--- src/sv/rtdbp_pkg.sv ---
// ----------------------------------------------------------------------------
// rtdbp_pkg
// Shared types, microcode control word and fixed-point constants for the
// RTD temperature / bridge pressure converter.
// ----------------------------------------------------------------------------
package rtdbp_pkg;

  // Item field widths
  localparam int STATUS_W = 8;
  localparam int CODE_W   = 24;
  localparam int TEMP_W   = 20;
  localparam int PRES_W   = 28;
  localparam int CFG_W    = 16;
  localparam int CFG_IDX_W = 1;

  // Converter status codes
  localparam logic [STATUS_W-1:0] ST_BSIG = 8'd1;
  localparam logic [STATUS_W-1:0] ST_BREF = 8'd2;
  localparam logic [STATUS_W-1:0] ST_RTD  = 8'd3;

  // Configuration register indexes
  localparam logic [CFG_IDX_W-1:0] REG_RTD_FS = 1'b0;
  localparam logic [CFG_IDX_W-1:0] REG_REF_FS = 1'b1;

  localparam logic [CFG_W-1:0] RTD_FS_RESET = 16'd3900;
  localparam logic [CFG_W-1:0] REF_FS_RESET = 16'd3300;

  // Callendar-Van Dusen inverse, reduced to integers (Q16 ohm in, Q8 degC out)
  localparam logic [63:0] ROOT_M     = 64'd65536 * 64'd781660 * 64'd781660;
  localparam logic [31:0] ROOT_SLOPE = 32'd924000000;
  localparam logic [31:0] ROOT_D_MAX = 32'(ROOT_M / 64'd924000000);
  localparam logic [31:0] R0_Q16     = 32'd6553600;
  localparam logic [31:0] ROOT_TOP   = 32'd200104960;
  localparam logic [31:0] C_231      = 32'd231;
  localparam logic [31:0] K_DIV231   = 32'((64'd1 << 36) / 64'd231);

  // Pressure gain 2500/2333 as reciprocal multiply plus one correction
  localparam logic [31:0] C_2500 = 32'd2500;
  localparam logic [31:0] C_2333 = 32'd2333;
  localparam logic [31:0] K_GAIN = 32'((64'd2500 << 31) / 64'd2333);
  localparam logic [31:0] V_SAT  = 32'(((64'd2333 << 28) + 64'd2499) / 64'd2500);

  // Sequencer
  localparam int UPC_W      = 5;
  localparam int CNT_W      = 5;
  localparam int SQRT_STEPS = 28;

  typedef enum logic [2:0] {
    MA_CODE,
    MA_VA,
    MA_VB,
    MA_BR_LO,
    MA_BR_HI
  } mul_a_t;

  typedef enum logic [3:0] {
    MB_RTD_FS,
    MB_REF_FS,
    MB_CODE,
    MB_SLOPE,
    MB_K231,
    MB_C231,
    MB_KGAIN,
    MB_C2500,
    MB_C2333
  } mul_b_t;

  typedef enum logic [3:0] {
    OP_NOP,
    OP_RANGE,
    OP_XLOAD,
    OP_SQRT,
    OP_TDIFF,
    OP_TQ0,
    OP_TFIX,
    OP_BREF,
    OP_ACC,
    OP_VSUM,
    OP_PQ0,
    OP_NSAVE,
    OP_PFIX,
    OP_PSAT
  } dp_op_t;

  typedef enum logic [1:0] {
    JC_NEXT,
    JC_ALWAYS,
    JC_FLAG,
    JC_LOOP
  } jcond_t;

  typedef struct packed {
    logic             mul_en;
    mul_a_t           mul_a;
    mul_b_t           mul_b;
    dp_op_t           op;
    logic             cnt_load;
    jcond_t           jc;
    logic [UPC_W-1:0] target;
    logic             finish;
  } ctrl_t;

  typedef struct packed {
    logic cflag;
    logic out_free;
  } dp_stat_t;

  localparam ctrl_t CTRL_NOP = '{
    mul_en:   1'b0,
    mul_a:    MA_CODE,
    mul_b:    MB_CODE,
    op:       OP_NOP,
    cnt_load: 1'b0,
    jc:       JC_NEXT,
    target:   '0,
    finish:   1'b0
  };

endpackage

--- src/sv/rtdbp_seq.sv ---
// ----------------------------------------------------------------------------
// rtdbp_seq
// Microcode sequencer: dispatches on the status byte, steps through the
// control store and handles jumps and the square-root loop counter.
// ----------------------------------------------------------------------------
module rtdbp_seq (
  input  logic                              clk,
  input  logic                              rst,
  input  logic                              in_accept,
  input  logic [rtdbp_pkg::STATUS_W-1:0]    status_byte,
  input  rtdbp_pkg::dp_stat_t               stat,
  output rtdbp_pkg::ctrl_t                  ctrl,
  output logic                              busy,
  output logic                              out_load
);
  import rtdbp_pkg::*;

  typedef enum logic [1:0] {
    SQ_IDLE = 2'b01,
    SQ_RUN  = 2'b10
  } seq_state_t;

  // Program entry points
  localparam logic [UPC_W-1:0] A_RTD   = 5'd0;
  localparam logic [UPC_W-1:0] A_SQRT  = 5'd4;
  localparam logic [UPC_W-1:0] A_BREF  = 5'd10;
  localparam logic [UPC_W-1:0] A_PRES  = 5'd12;
  localparam logic [UPC_W-1:0] A_PSAT  = 5'd19;
  localparam logic [UPC_W-1:0] A_END   = 5'd20;

  seq_state_t       state;
  logic [UPC_W-1:0] pc;
  logic [UPC_W-1:0] pc_next;
  logic [CNT_W-1:0] cnt;
  ctrl_t            word;
  logic             take;

  // Control store
  function automatic ctrl_t ucode(input logic [UPC_W-1:0] a);
    ctrl_t w;
    w = CTRL_NOP;
    unique case (a)
      // RTD: resistance, range check, radicand
      5'd0: begin
        w.mul_en = 1'b1; w.mul_a = MA_CODE; w.mul_b = MB_RTD_FS;
      end
      5'd1: w.op = OP_RANGE;
      5'd2: begin
        w.mul_en = 1'b1; w.mul_a = MA_VA; w.mul_b = MB_SLOPE;
        w.jc = JC_FLAG; w.target = A_END;
      end
      5'd3: begin
        w.op = OP_XLOAD; w.cnt_load = 1'b1;
      end
      // one root bit per pass
      5'd4: begin
        w.op = OP_SQRT; w.jc = JC_LOOP; w.target = A_SQRT;
      end
      5'd5: w.op = OP_TDIFF;
      5'd6: begin
        w.mul_en = 1'b1; w.mul_a = MA_VA; w.mul_b = MB_K231;
      end
      5'd7: w.op = OP_TQ0;
      5'd8: begin
        w.mul_en = 1'b1; w.mul_a = MA_VB; w.mul_b = MB_C231;
      end
      5'd9: begin
        w.op = OP_TFIX; w.jc = JC_ALWAYS; w.target = A_END;
      end
      // bridge reference
      5'd10: begin
        w.mul_en = 1'b1; w.mul_a = MA_CODE; w.mul_b = MB_REF_FS;
      end
      5'd11: begin
        w.op = OP_BREF; w.jc = JC_ALWAYS; w.target = A_END;
      end
      // bridge signal: 32x24 product in two halves, then gain
      5'd12: begin
        w.mul_en = 1'b1; w.mul_a = MA_BR_LO; w.mul_b = MB_CODE;
      end
      5'd13: begin
        w.op = OP_ACC;
        w.mul_en = 1'b1; w.mul_a = MA_BR_HI; w.mul_b = MB_CODE;
      end
      5'd14: w.op = OP_VSUM;
      5'd15: begin
        w.mul_en = 1'b1; w.mul_a = MA_VA; w.mul_b = MB_KGAIN;
        w.jc = JC_FLAG; w.target = A_PSAT;
      end
      5'd16: begin
        w.op = OP_PQ0;
        w.mul_en = 1'b1; w.mul_a = MA_VA; w.mul_b = MB_C2500;
      end
      5'd17: begin
        w.op = OP_NSAVE;
        w.mul_en = 1'b1; w.mul_a = MA_VB; w.mul_b = MB_C2333;
      end
      5'd18: begin
        w.op = OP_PFIX; w.jc = JC_ALWAYS; w.target = A_END;
      end
      5'd19: w.op = OP_PSAT;
      // A_END and unused addresses: hand the result over
      default: w.finish = 1'b1;
    endcase
    return w;
  endfunction

  function automatic logic [UPC_W-1:0] entry(input logic [STATUS_W-1:0] s);
    logic [UPC_W-1:0] e;
    unique case (s)
      ST_RTD:  e = A_RTD;
      ST_BREF: e = A_BREF;
      ST_BSIG: e = A_PRES;
      default: e = A_END;
    endcase
    return e;
  endfunction

  // Next address
  always_comb begin
    word = ucode(pc);
    unique case (word.jc)
      JC_NEXT:   take = 1'b0;
      JC_ALWAYS: take = 1'b1;
      JC_FLAG:   take = stat.cflag;
      JC_LOOP:   take = (cnt != '0);
      default:   take = 1'b0;
    endcase
    pc_next = take ? word.target : pc + 5'd1;
  end

  always_ff @(posedge clk) begin
    if (rst) begin
      state <= SQ_IDLE;
      pc    <= '0;
      cnt   <= '0;
    end else begin
      unique case (state)
        SQ_IDLE: begin
          if (in_accept) begin
            pc    <= entry(status_byte);
            state <= SQ_RUN;
          end
        end
        SQ_RUN: begin
          if (word.finish) begin
            if (stat.out_free) state <= SQ_IDLE;
          end else begin
            pc <= pc_next;
            if (word.cnt_load) begin
              cnt <= CNT_W'(SQRT_STEPS - 1);
            end else if (word.jc == JC_LOOP && cnt != '0) begin
              cnt <= cnt - 5'd1;
            end
          end
        end
        default: state <= SQ_IDLE;
      endcase
    end
  end

  assign ctrl     = (state == SQ_RUN) ? word : CTRL_NOP;
  assign busy     = (state != SQ_IDLE);
  assign out_load = (state == SQ_RUN) && word.finish && stat.out_free;

endmodule

--- src/sv/rtdbp_dp.sv ---
// ----------------------------------------------------------------------------
// rtdbp_dp
// Datapath: config registers, one shared 32x32 multiplier with a registered
// product, work registers, bit-serial square root and the output register.
// ----------------------------------------------------------------------------
module rtdbp_dp (
  input  logic                               clk,
  input  logic                               rst,
  input  logic                               cfg_write_enable,
  input  logic [rtdbp_pkg::CFG_IDX_W-1:0]    cfg_index,
  input  logic [rtdbp_pkg::CFG_W-1:0]        cfg_data,
  input  logic                               in_accept,
  input  logic [rtdbp_pkg::CODE_W-1:0]       sample_code,
  input  rtdbp_pkg::ctrl_t                   ctrl,
  input  logic                               out_load,
  output rtdbp_pkg::dp_stat_t                stat,
  output logic                               out_valid,
  input  logic                               out_stall,
  output logic [rtdbp_pkg::TEMP_W-1:0]       temperature,
  output logic [rtdbp_pkg::PRES_W-1:0]       pressure,
  output logic                               temperature_out_of_range
);
  import rtdbp_pkg::*;

  // Config
  logic [CFG_W-1:0]  rtd_full_scale;
  logic [CFG_W-1:0]  reference_full_scale;

  // Held state
  logic [TEMP_W-1:0] held_temperature;
  logic [PRES_W-1:0] held_pressure;
  logic [31:0]       bridge_reference;

  // Work registers
  logic [CODE_W-1:0] code_q;
  logic [63:0]       prod;
  logic [31:0]       va;
  logic [31:0]       vb;
  logic [55:0]       xr;
  logic [29:0]       srem;
  logic [27:0]       root;
  logic              cflag;
  logic              oor;

  // Combinational
  logic [31:0]       mul_a;
  logic [31:0]       mul_b;
  logic [31:0]       rq;
  logic [31:0]       range_d;
  logic              range_bad;
  logic [31:0]       sq_base;
  logic [31:0]       sq_trial;
  logic [31:0]       sq_diff;
  logic              sq_ge;
  logic [31:0]       t_rem;
  logic [TEMP_W-1:0] t_val;
  logic [55:0]       vsum;
  logic [39:0]       p_rem;
  logic [PRES_W-1:0] p_val;

  // Configuration writes
  always_ff @(posedge clk) begin
    if (rst) begin
      rtd_full_scale       <= RTD_FS_RESET;
      reference_full_scale <= REF_FS_RESET;
    end else if (cfg_write_enable) begin
      unique case (cfg_index)
        REG_RTD_FS: rtd_full_scale       <= cfg_data;
        REG_REF_FS: reference_full_scale <= cfg_data;
        default: ;
      endcase
    end
  end

  // Multiplier operand select
  always_comb begin
    unique case (ctrl.mul_a)
      MA_CODE:  mul_a = {8'd0, code_q};
      MA_VA:    mul_a = va;
      MA_VB:    mul_a = vb;
      MA_BR_LO: mul_a = {16'd0, bridge_reference[15:0]};
      MA_BR_HI: mul_a = {16'd0, bridge_reference[31:16]};
      default:  mul_a = '0;
    endcase
    unique case (ctrl.mul_b)
      MB_RTD_FS: mul_b = {16'd0, rtd_full_scale};
      MB_REF_FS: mul_b = {16'd0, reference_full_scale};
      MB_CODE:   mul_b = {8'd0, code_q};
      MB_SLOPE:  mul_b = ROOT_SLOPE;
      MB_K231:   mul_b = K_DIV231;
      MB_C231:   mul_b = C_231;
      MB_KGAIN:  mul_b = K_GAIN;
      MB_C2500:  mul_b = C_2500;
      MB_C2333:  mul_b = C_2333;
      default:   mul_b = '0;
    endcase
  end

  // Per-op arithmetic
  always_comb begin
    // resistance in Q16 ohm, offset from R0 and domain check
    rq        = prod[39:8];
    range_d   = rq - R0_Q16;
    range_bad = (rq < R0_Q16) || (range_d > ROOT_D_MAX);
    // restoring square root, two radicand bits per pass
    sq_base   = {srem, xr[55:54]};
    sq_trial  = {2'b00, root, 2'b01};
    sq_ge     = (sq_base >= sq_trial);
    sq_diff   = sq_base - sq_trial;
    // divide by 231: estimate is exact or one low
    t_rem     = va - prod[31:0];
    t_val     = vb[TEMP_W-1:0] + TEMP_W'(t_rem >= C_231);
    // bridge voltage from two 16x24 partial products
    vsum      = xr + {prod[39:0], 16'd0};
    // gain divide by 2333: estimate is exact or one low
    p_rem     = xr[39:0] - prod[39:0];
    p_val     = vb[PRES_W-1:0] + PRES_W'(p_rem >= 40'(C_2333));
  end

  // Datapath registers
  always_ff @(posedge clk) begin
    if (in_accept) code_q <= sample_code;
    if (ctrl.mul_en) prod <= mul_a * mul_b;

    unique case (ctrl.op)
      OP_RANGE: va <= range_d;
      OP_XLOAD: begin
        xr   <= ROOT_M[55:0] - prod[55:0];
        srem <= '0;
        root <= '0;
      end
      OP_SQRT: begin
        xr   <= {xr[53:0], 2'b00};
        srem <= sq_ge ? sq_diff[29:0] : sq_base[29:0];
        root <= {root[26:0], sq_ge};
      end
      OP_TDIFF: va <= ROOT_TOP - {4'd0, root};
      OP_TQ0:   vb <= {4'd0, prod[63:36]};
      OP_ACC:   xr <= prod[55:0];
      OP_VSUM:  va <= vsum[55:24];
      OP_PQ0:   vb <= prod[62:31];
      OP_NSAVE: xr <= prod[55:0];
      default: ;
    endcase
  end

  // Held state and flags
  always_ff @(posedge clk) begin
    if (rst) begin
      held_temperature <= '0;
      held_pressure    <= '0;
      bridge_reference <= '0;
      cflag            <= 1'b0;
      oor              <= 1'b0;
    end else begin
      if (in_accept) oor <= 1'b0;
      unique case (ctrl.op)
        OP_RANGE: begin
          cflag <= range_bad;
          oor   <= range_bad;
        end
        OP_TFIX: held_temperature <= t_val;
        OP_BREF: bridge_reference <= prod[39:8];
        OP_VSUM: cflag            <= (vsum[55:24] >= V_SAT);
        OP_PFIX: held_pressure    <= p_val;
        OP_PSAT: held_pressure    <= '1;
        default: ;
      endcase
    end
  end

  // Output register
  always_ff @(posedge clk) begin
    if (rst) begin
      out_valid <= 1'b0;
    end else if (out_load) begin
      out_valid <= 1'b1;
    end else if (!out_stall) begin
      out_valid <= 1'b0;
    end
  end

  always_ff @(posedge clk) begin
    if (out_load) begin
      temperature              <= held_temperature;
      pressure                 <= held_pressure;
      temperature_out_of_range <= oor;
    end
  end

  assign stat.cflag    = cflag;
  assign stat.out_free = !out_valid || !out_stall;

endmodule

--- src/sv/rtd_and_bridge_pressure_conversion_top.sv ---
// ----------------------------------------------------------------------------
// rtd_and_bridge_pressure_conversion_top
// RTD temperature and bridge pressure conversion from converter results.
// ----------------------------------------------------------------------------
// Usage:
//   Input item: status_byte and sample_code, taken when in_valid is high and
//   in_stall is low. Status 3 converts an RTD code to temperature, status 2
//   stores the bridge reference, status 1 converts a bridge code to
//   pressure; other status values change nothing.
//   Every item returns one result item (temperature, pressure,
//   temperature_out_of_range) on out_valid / out_stall.
//   RTD items run a square root that yields one root bit per cycle; it is
//   skipped when the resistance is out of range, and pressure items skip
//   the gain divide when they saturate. One item is in work at a time;
//   in_stall is high while the microcode sequencer runs. A finished result
//   sits in the output register, so the next item is taken while it waits.
//   When the receiver stalls, the sequencer holds on its final step until
//   the output register frees up; the result shown does not change.
//   Reset clears held temperature, pressure and reference and loads the
//   full-scale registers with 3900 and 3300. Config writes (cfg_write_enable,
//   cfg_index, cfg_data) take effect at once and belong in idle periods.
// ----------------------------------------------------------------------------
module rtd_and_bridge_pressure_conversion_top (
  input  logic                               clk,
  input  logic                               rst,
  input  logic                               cfg_write_enable,
  input  logic [rtdbp_pkg::CFG_IDX_W-1:0]    cfg_index,
  input  logic [rtdbp_pkg::CFG_W-1:0]        cfg_data,
  input  logic                               in_valid,
  output logic                               in_stall,
  input  logic [rtdbp_pkg::STATUS_W-1:0]     status_byte,
  input  logic [rtdbp_pkg::CODE_W-1:0]       sample_code,
  output logic                               out_valid,
  input  logic                               out_stall,
  output logic [rtdbp_pkg::TEMP_W-1:0]       temperature,
  output logic [rtdbp_pkg::PRES_W-1:0]       pressure,
  output logic                               temperature_out_of_range
);
  import rtdbp_pkg::*;

  ctrl_t    ctrl;
  dp_stat_t stat;
  logic     busy;
  logic     out_load;
  logic     in_accept;

  assign in_stall  = busy;
  assign in_accept = in_valid && !busy;

  rtdbp_seq u_seq (
    .clk         (clk),
    .rst         (rst),
    .in_accept   (in_accept),
    .status_byte (status_byte),
    .stat        (stat),
    .ctrl        (ctrl),
    .busy        (busy),
    .out_load    (out_load)
  );

  rtdbp_dp u_dp (
    .clk                      (clk),
    .rst                      (rst),
    .cfg_write_enable         (cfg_write_enable),
    .cfg_index                (cfg_index),
    .cfg_data                 (cfg_data),
    .in_accept                (in_accept),
    .sample_code              (sample_code),
    .ctrl                     (ctrl),
    .out_load                 (out_load),
    .stat                     (stat),
    .out_valid                (out_valid),
    .out_stall                (out_stall),
    .temperature              (temperature),
    .pressure                 (pressure),
    .temperature_out_of_range (temperature_out_of_range)
  );

endmodule

--- config.mk ---
export PLATFORM = sky130hd
export DESIGN_NAME = rtd_and_bridge_pressure_conversion_top
export DESIGN_NICKNAME = d
export VERILOG_FILES = /design/src/sv/rtdbp_pkg.sv /design/src/sv/rtdbp_seq.sv /design/src/sv/rtdbp_dp.sv /design/src/sv/rtd_and_bridge_pressure_conversion_top.sv
export SDC_FILE = /design/constraint.sdc
export NUM_CORES = 2
export LEC_CHECK = 0
export ABC_CLOCK_PERIOD_IN_PS = 25300
export BUFFER_PORTS_ARGS = -buffer_cell sky130_fd_sc_hd__buf_2
export CAP_MARGIN = 20
export CORE_MARGIN = 3
export CORE_UTILIZATION = 45
export CTS_BUF_LIST = sky130_fd_sc_hd__clkbuf_2
export CTS_CLUSTER_SIZE = 28
export DETAILED_ROUTE_END_ITERATION = 10
export GPL_TIMING_DRIVEN = 0
export SLEW_MARGIN = 30
export SYNTH_ARGS = -nofsm -noshare
export SYNTH_HDL_FRONTEND = slang
export SYNTH_SLANG_ARGS = --single-unit
--- constraint.sdc ---
create_clock -name clk -period 25.3 [get_ports clk]
set_clock_uncertainty 0.2 [all_clocks]
set_input_delay 1.265 -clock clk [delete_from_list [all_inputs] [get_ports clk]]
set_output_delay 1.265 -clock clk [all_outputs]
set_load 0.01 [all_outputs]
* Word level (Yosys, flattened, before mapping) *
Cells that the tools add are included.

word-level totals
  flip-flop bits (word level) = 442
  input port bits = 54
  output and inout port bits = 51
  word-level logic and storage cells = 161

operators by class
  add/sub/neg operators = 11
  multipliers = 1
  order comparisons = 6
  equal/unequal tests = 58
  multiplexer cells = 32
  bitwise logic cells = 1
  reduce and logical (&&, ||, !) cells = 31

operator list
  kind                                                                 number
  one-hot mux 32 bit (9 select lines)                                  1
  one-hot mux 56 bit (3 select lines)                                  1
  one-hot mux 32 bit (5 select lines)                                  1
  one-hot mux 28 bit (2 select lines)                                  2
  one-hot mux 32 bit (3 select lines)                                  1
  one-hot mux 8 bit (10 select lines)                                  1
  multiplier 32 x 32 -> 64 bit                                         1
  one-hot mux 32 bit (2 select lines)                                  1
  one-hot mux 30 bit (2 select lines)                                  1
  adder 56 bit                                                         1
  subtractor 56 bit, first input constant                              1
  one-hot mux 4 bit (13 select lines)                                  1
  == test 5 x 4 -> 1 bit, second input constant                        8
  greater-or-equal comparator 40 x 12 -> 1 bit, second input constant  1
  subtractor 40 bit                                                    1
  == test 4 x 3 -> 1 bit, second input constant                        8
  greater-or-equal comparator 32 x 28 -> 1 bit, second input constant  1
  greater-or-equal comparator 32 x 30 -> 1 bit                         1
  greater-or-equal comparator 32 x 8 -> 1 bit, second input constant   1
  greater-than comparator 32 x 26 -> 1 bit, second input constant      1
  < comparator 32 x 23 -> 1 bit, second input constant                 1
  subtractor 32 x 23 -> 32 bit, second input constant                  1
  subtractor 32 bit                                                    1
  2-to-1 mux 30 bit                                                    1
  48 further kinds                                                     101

* Logic depth before layout (Yosys ltp) *
  word-level depth = 8
  depth in mapped cells = 45

* Cells and area by module *
Synthesis repeated with hierarchy kept, for this count alone.

second synthesis, totals
  cells, all modules = 6938
  area, all modules = 60880.9 um^2

modules (own cells, without submodules)
  module                                  instances  cells an instance  area an instance (um^2)  sequential area each (um^2)
  rtdbp_dp                                1          6741               59341.9                  11761.3
  rtdbp_seq                               1          196                1525.2                   240.2
  rtd_and_bridge_pressure_conversion_top  1          1                  13.8                     0.0

* Least setup slack after synthesis *
OpenSTA, ideal clock, no wires.

  kind = register to register
  start point = reg u_seq.pc[2]
  end point = reg u_dp.prod[62], data pin
  library setup time = 262 ps
  data arrival time = 11162 ps
  path slack = 13676 ps
  stages on the path, launching flop included = 42
  buffers on the path = 7
  clock period less this slack = 11624 ps
  path through = dfxtp_1 > buf_2 > buf_1 > clkbuf_1 > and3_1 > ha_1 > o21bai_1 > o31ai_4 > inv_2 > o21ai_1 > buf_2 > buf_1 > a221oi_2 > clkbuf_1 > nor2_1 > fa_1 > inv_1 > fa_1 > [6 not listed] > fa_1 > fa_1 > inv_1 > fa_1 > inv_1 > ha_1 > clkbuf_1 > a21o_1 > a21o_1 > a211oi_1 > o21ai_0 > a221o_1 > a41oi_1 > o41ai_1 > a311o_1 > a31oi_1 > o21ai_1 > xor2_1

on the way
  longest elaborated chain between the ends = 6
  elaborated cells on any way between the ends = 29
  those cells by class = 1 x mul; 21 x eq/ne; 4 x mux; 3 x reduce/logical

RTL lines
  item                                                                                               line                            source
  start: declaration                                                                                 rtdbp_seq.sv:32                 logic [UPC_W-1:0] pc;
  start signal: assignment                                                                           rtdbp_seq.sv:141                pc <= entry(status_byte);
  start signal: assignment                                                                           rtdbp_seq.sv:149                pc <= pc_next;
  == test 5 bit, or another cell as far along                                                        rtdbp_seq.sv:42                 unique case (a)
  one-hot mux 8 bit (10 select lines) (*)                                                            rtdbp_seq.sv:42
  2-to-1 mux 21 bit (*)                                                                              rtdbp_seq.sv:162                assign ctrl = (state == SQ_RUN) ? word : CTRL_NOP;
  == test 4 bit, or another cell as far along                                                        rtdbp_dp.sv:85                  unique case (ctrl.mul_b)
  one-hot mux 32 bit (9 select lines) / one-hot mux 32 bit (5 select lines) (equally long branches)  rtdbp_dp.sv:85, rtdbp_dp.sv:77
  multiplier 32 x 32 -> 64 bit (*)                                                                   rtdbp_dp.sv:123                 if (ctrl.mul_en) prod <= mul_a * mul_b;
  end signal: assignment                                                                             rtdbp_dp.sv:123
  end: declaration                                                                                   rtdbp_dp.sv:36                  logic [63:0] prod;

Every way passes the cells marked *; elsewhere a longest branch is shown, timed or not.
A chain may end at the register's enable or synchronous reset.

* Worst setup path after layout *
Same ends and word-level chain as after synthesis.

==> metrics.txt <==
status finished clean; Post-CTS Setup Bufs 0; Nets approximately 8300; Hold WS about 160 ps; pin count of the biggest net entering global routing just over 70; Top cell by count, worst path fa_1; clock buffer depth 3; min setup slack post-route ~10000 ps; vias per cell 5.875; post-synth top area cell fa_1; #FFs+latches synth 442; async set-reset flop share out of synthesis 0%; worst slack, placed between 10000 and 15000 ps; Total Neg Setup Slack 0 ps; grt ovf 0; crit end category flop; CTS buffer count 110; DR vias between 50000 and 60000; WL/cell 26.67 um; Die W around 370 um; die footprint about 140000 sq um; Gate Count Post-Synth ~6700; relative slew slack 27.01%; EDFF count, synth roughly 320; antenna violations before repair 18; Ports between 100 and 150; DRC viols 0; row cnt around 130; Hold Crit Start status_byte[1]; DRT Wirelength between 200000 and 250000 um; # hold bufs at CTS 44; M1 WL 96520 um; worst r2r src u_seq.pc[2]; final hold vios 0; CP arrival 15730 ps; CTS root buf clkbuf_2; Layout area overhead 8.346%; Post-synth top cells inv_1, fa_1, nor2_1, nand2_1, ha_1; total global-route track usage between 30 and 40%; Routed met3 length ~27000 um; drt first-iter violations approximately 6000; most common cell in the synthesized netlist inv_1; mapped cell area approximately 60000 sq um; RSZ-0062 raised after global routing false; Mean Syn Cell Area 8.943 sq um; Routed met2 length between 100000 and 150000 um; core area 130500 sq um; Antenna Nets Post-Route 0; Worst Setup Start Kind flop; Die H approximately 370 um; crit path max fanout 71; ranking of synthesized cells by area fa_1, edfxtp_1, ha_1; dominant synthesized flop cell edfxtp_1; vias in the first global route about 51000; dpl hpwl 197900 um; Critical Path Start u_seq.pc[2]; max-cap violations 0; Finish-stage setup viols 0; Layout fillers 12880; clk slew on worst S/H paths about 110 ps; Initial Utilization a little under half; Placer Congestion approximately 1; Seq/Total Area, Yosys 20.15%; PostCTS Resize Cnt 0; Max Slew Vio Count 0; Multi-input gate area roughly 42000 sq um; IO buf count 103; period utilisation layout between 50 and 60%; H-tree levels 3; Worst EP required about 26000 ps; sequential cell area between 10000 and 15000 sq um; final core occ between 40% and 50%; worst min path class in -> reg; Worst Tran Pin Value 1095 ps; f_max 0.06697 GHz; Max Used Layer met5; layout cell share with drive strength beyond 1 between 6 and 7%; Synth warnings 0; CP peak stage delay roughly 820 ps; Slowest-stage cell, CP a221oi_4; CTS sink cnt between 400 and 500; Final min period 14930 ps; clk_lat worst skew about 1400 ps; top cell type's share of synthesized area 29.14%; Distinct cells, synth 95; CTS tree done; critical path type reg -> reg; 1st-pass router iterations 8; first-pass GRT wire length around 340000 um
## cell families after synthesis
| family | count (synthesis) | share of synthesized area (%) |
|---|---|---|
| AND/OR/NAND/NOR | 2017 | 14.86 |
| buffers and inverters | 1469 | 9.367 |
| adder cells (fa/ha/maj) | 1312 | 38.49 |
| AO/OA/AOI/OAI | 1125 | 12.62 |
| flip-flops | 442 | 20.15 |
| XOR/XNOR | 226 | 3.323 |
| multiplexers | 67 | 1.181 |
| other | 2 | 0.01261 |
## cells in the final DEF, fill, tap and decap left out, types with 79 or more instances in the layout
cell type / instances
a21o_1: 95
a21oi_1: 337
buf_2: 154
clkbuf_1: 237
clkbuf_2: 170
dfxtp_1: 127
edfxtp_1: 315
fa_1: 867
ha_1: 445
inv_1: 1142
nand2_1: 729
nand3_1: 80
nor2_1: 775
nor3_1: 81
o21ai_0: 163
xnor2_1: 147
xor2_1: 79
## worst max-delay path: cells and delay by family, from the launching register on
kind                       cells  cell delay, ps
DFF                            1             370
adders and majority gates     10            4710
buffers and inverters         13            3930
xor gates and xnor gates       1             180
and+or+nand+nor                2             410
AOI/OAI and AO/OA             14            4750
## metrics by stage
stage / std cells / area (sq um)
3_3_place_gp: 8527 / 62340
4_1_cts: 8809 / 64500
6_report: 8816 / 64530
5_1_grt: 8816 / 64530
2_1_floorplan: 6682 / 59650
3_5_place_dp: 8565 / 63040
## metal layers
metal  global-route usage [%]  vias up
li1                         -    22470
met3                    8.213      531
met4                    13.78       14
met5                        0        -
met1                    48.37    25850
met2                    51.28     2927
## cell type report
cell class	count	area share [%]
multi-input cells	4771	65.63
flip-flops and latches	442	18.60
inverters	1153	6.710
well taps	1742	3.377
repair buffers	186	2.113
plain buffers	316	1.968
clock buffers	155	1.202
clock inverters	45	0.3819
diodes	6	0.02327
## flip-flops by register name, summed over array words and instances (netlist names), 20 cells and up
signal / flops
u_dp.prod: 64
u_dp.xr: 56
u_dp.bridge_reference: 32
u_dp.va: 32
u_dp.vb: 32
u_dp.srem: 30
u_dp.held_pressure: 28
u_dp.pressure: 28
u_dp.root: 28
u_dp.code_q: 24
u_dp.held_temperature: 20
u_dp.temperature: 20
## worst paths after layout
path / endpoint / slack, ps / depth (start not counted)
hold / removal: u_seq.pc[2] / 160 / 4
setup / recovery: u_dp.prod[62] / 10370 / 40
setup reg to reg: u_dp.prod[62] / 10370 / 40
hold reg to reg: u_dp.pressure[26] / 240 / 0
Power is left out: the tool's default activity adds up to more than one toggle a clock period on the data nets, which glitch-free logic cannot reach.
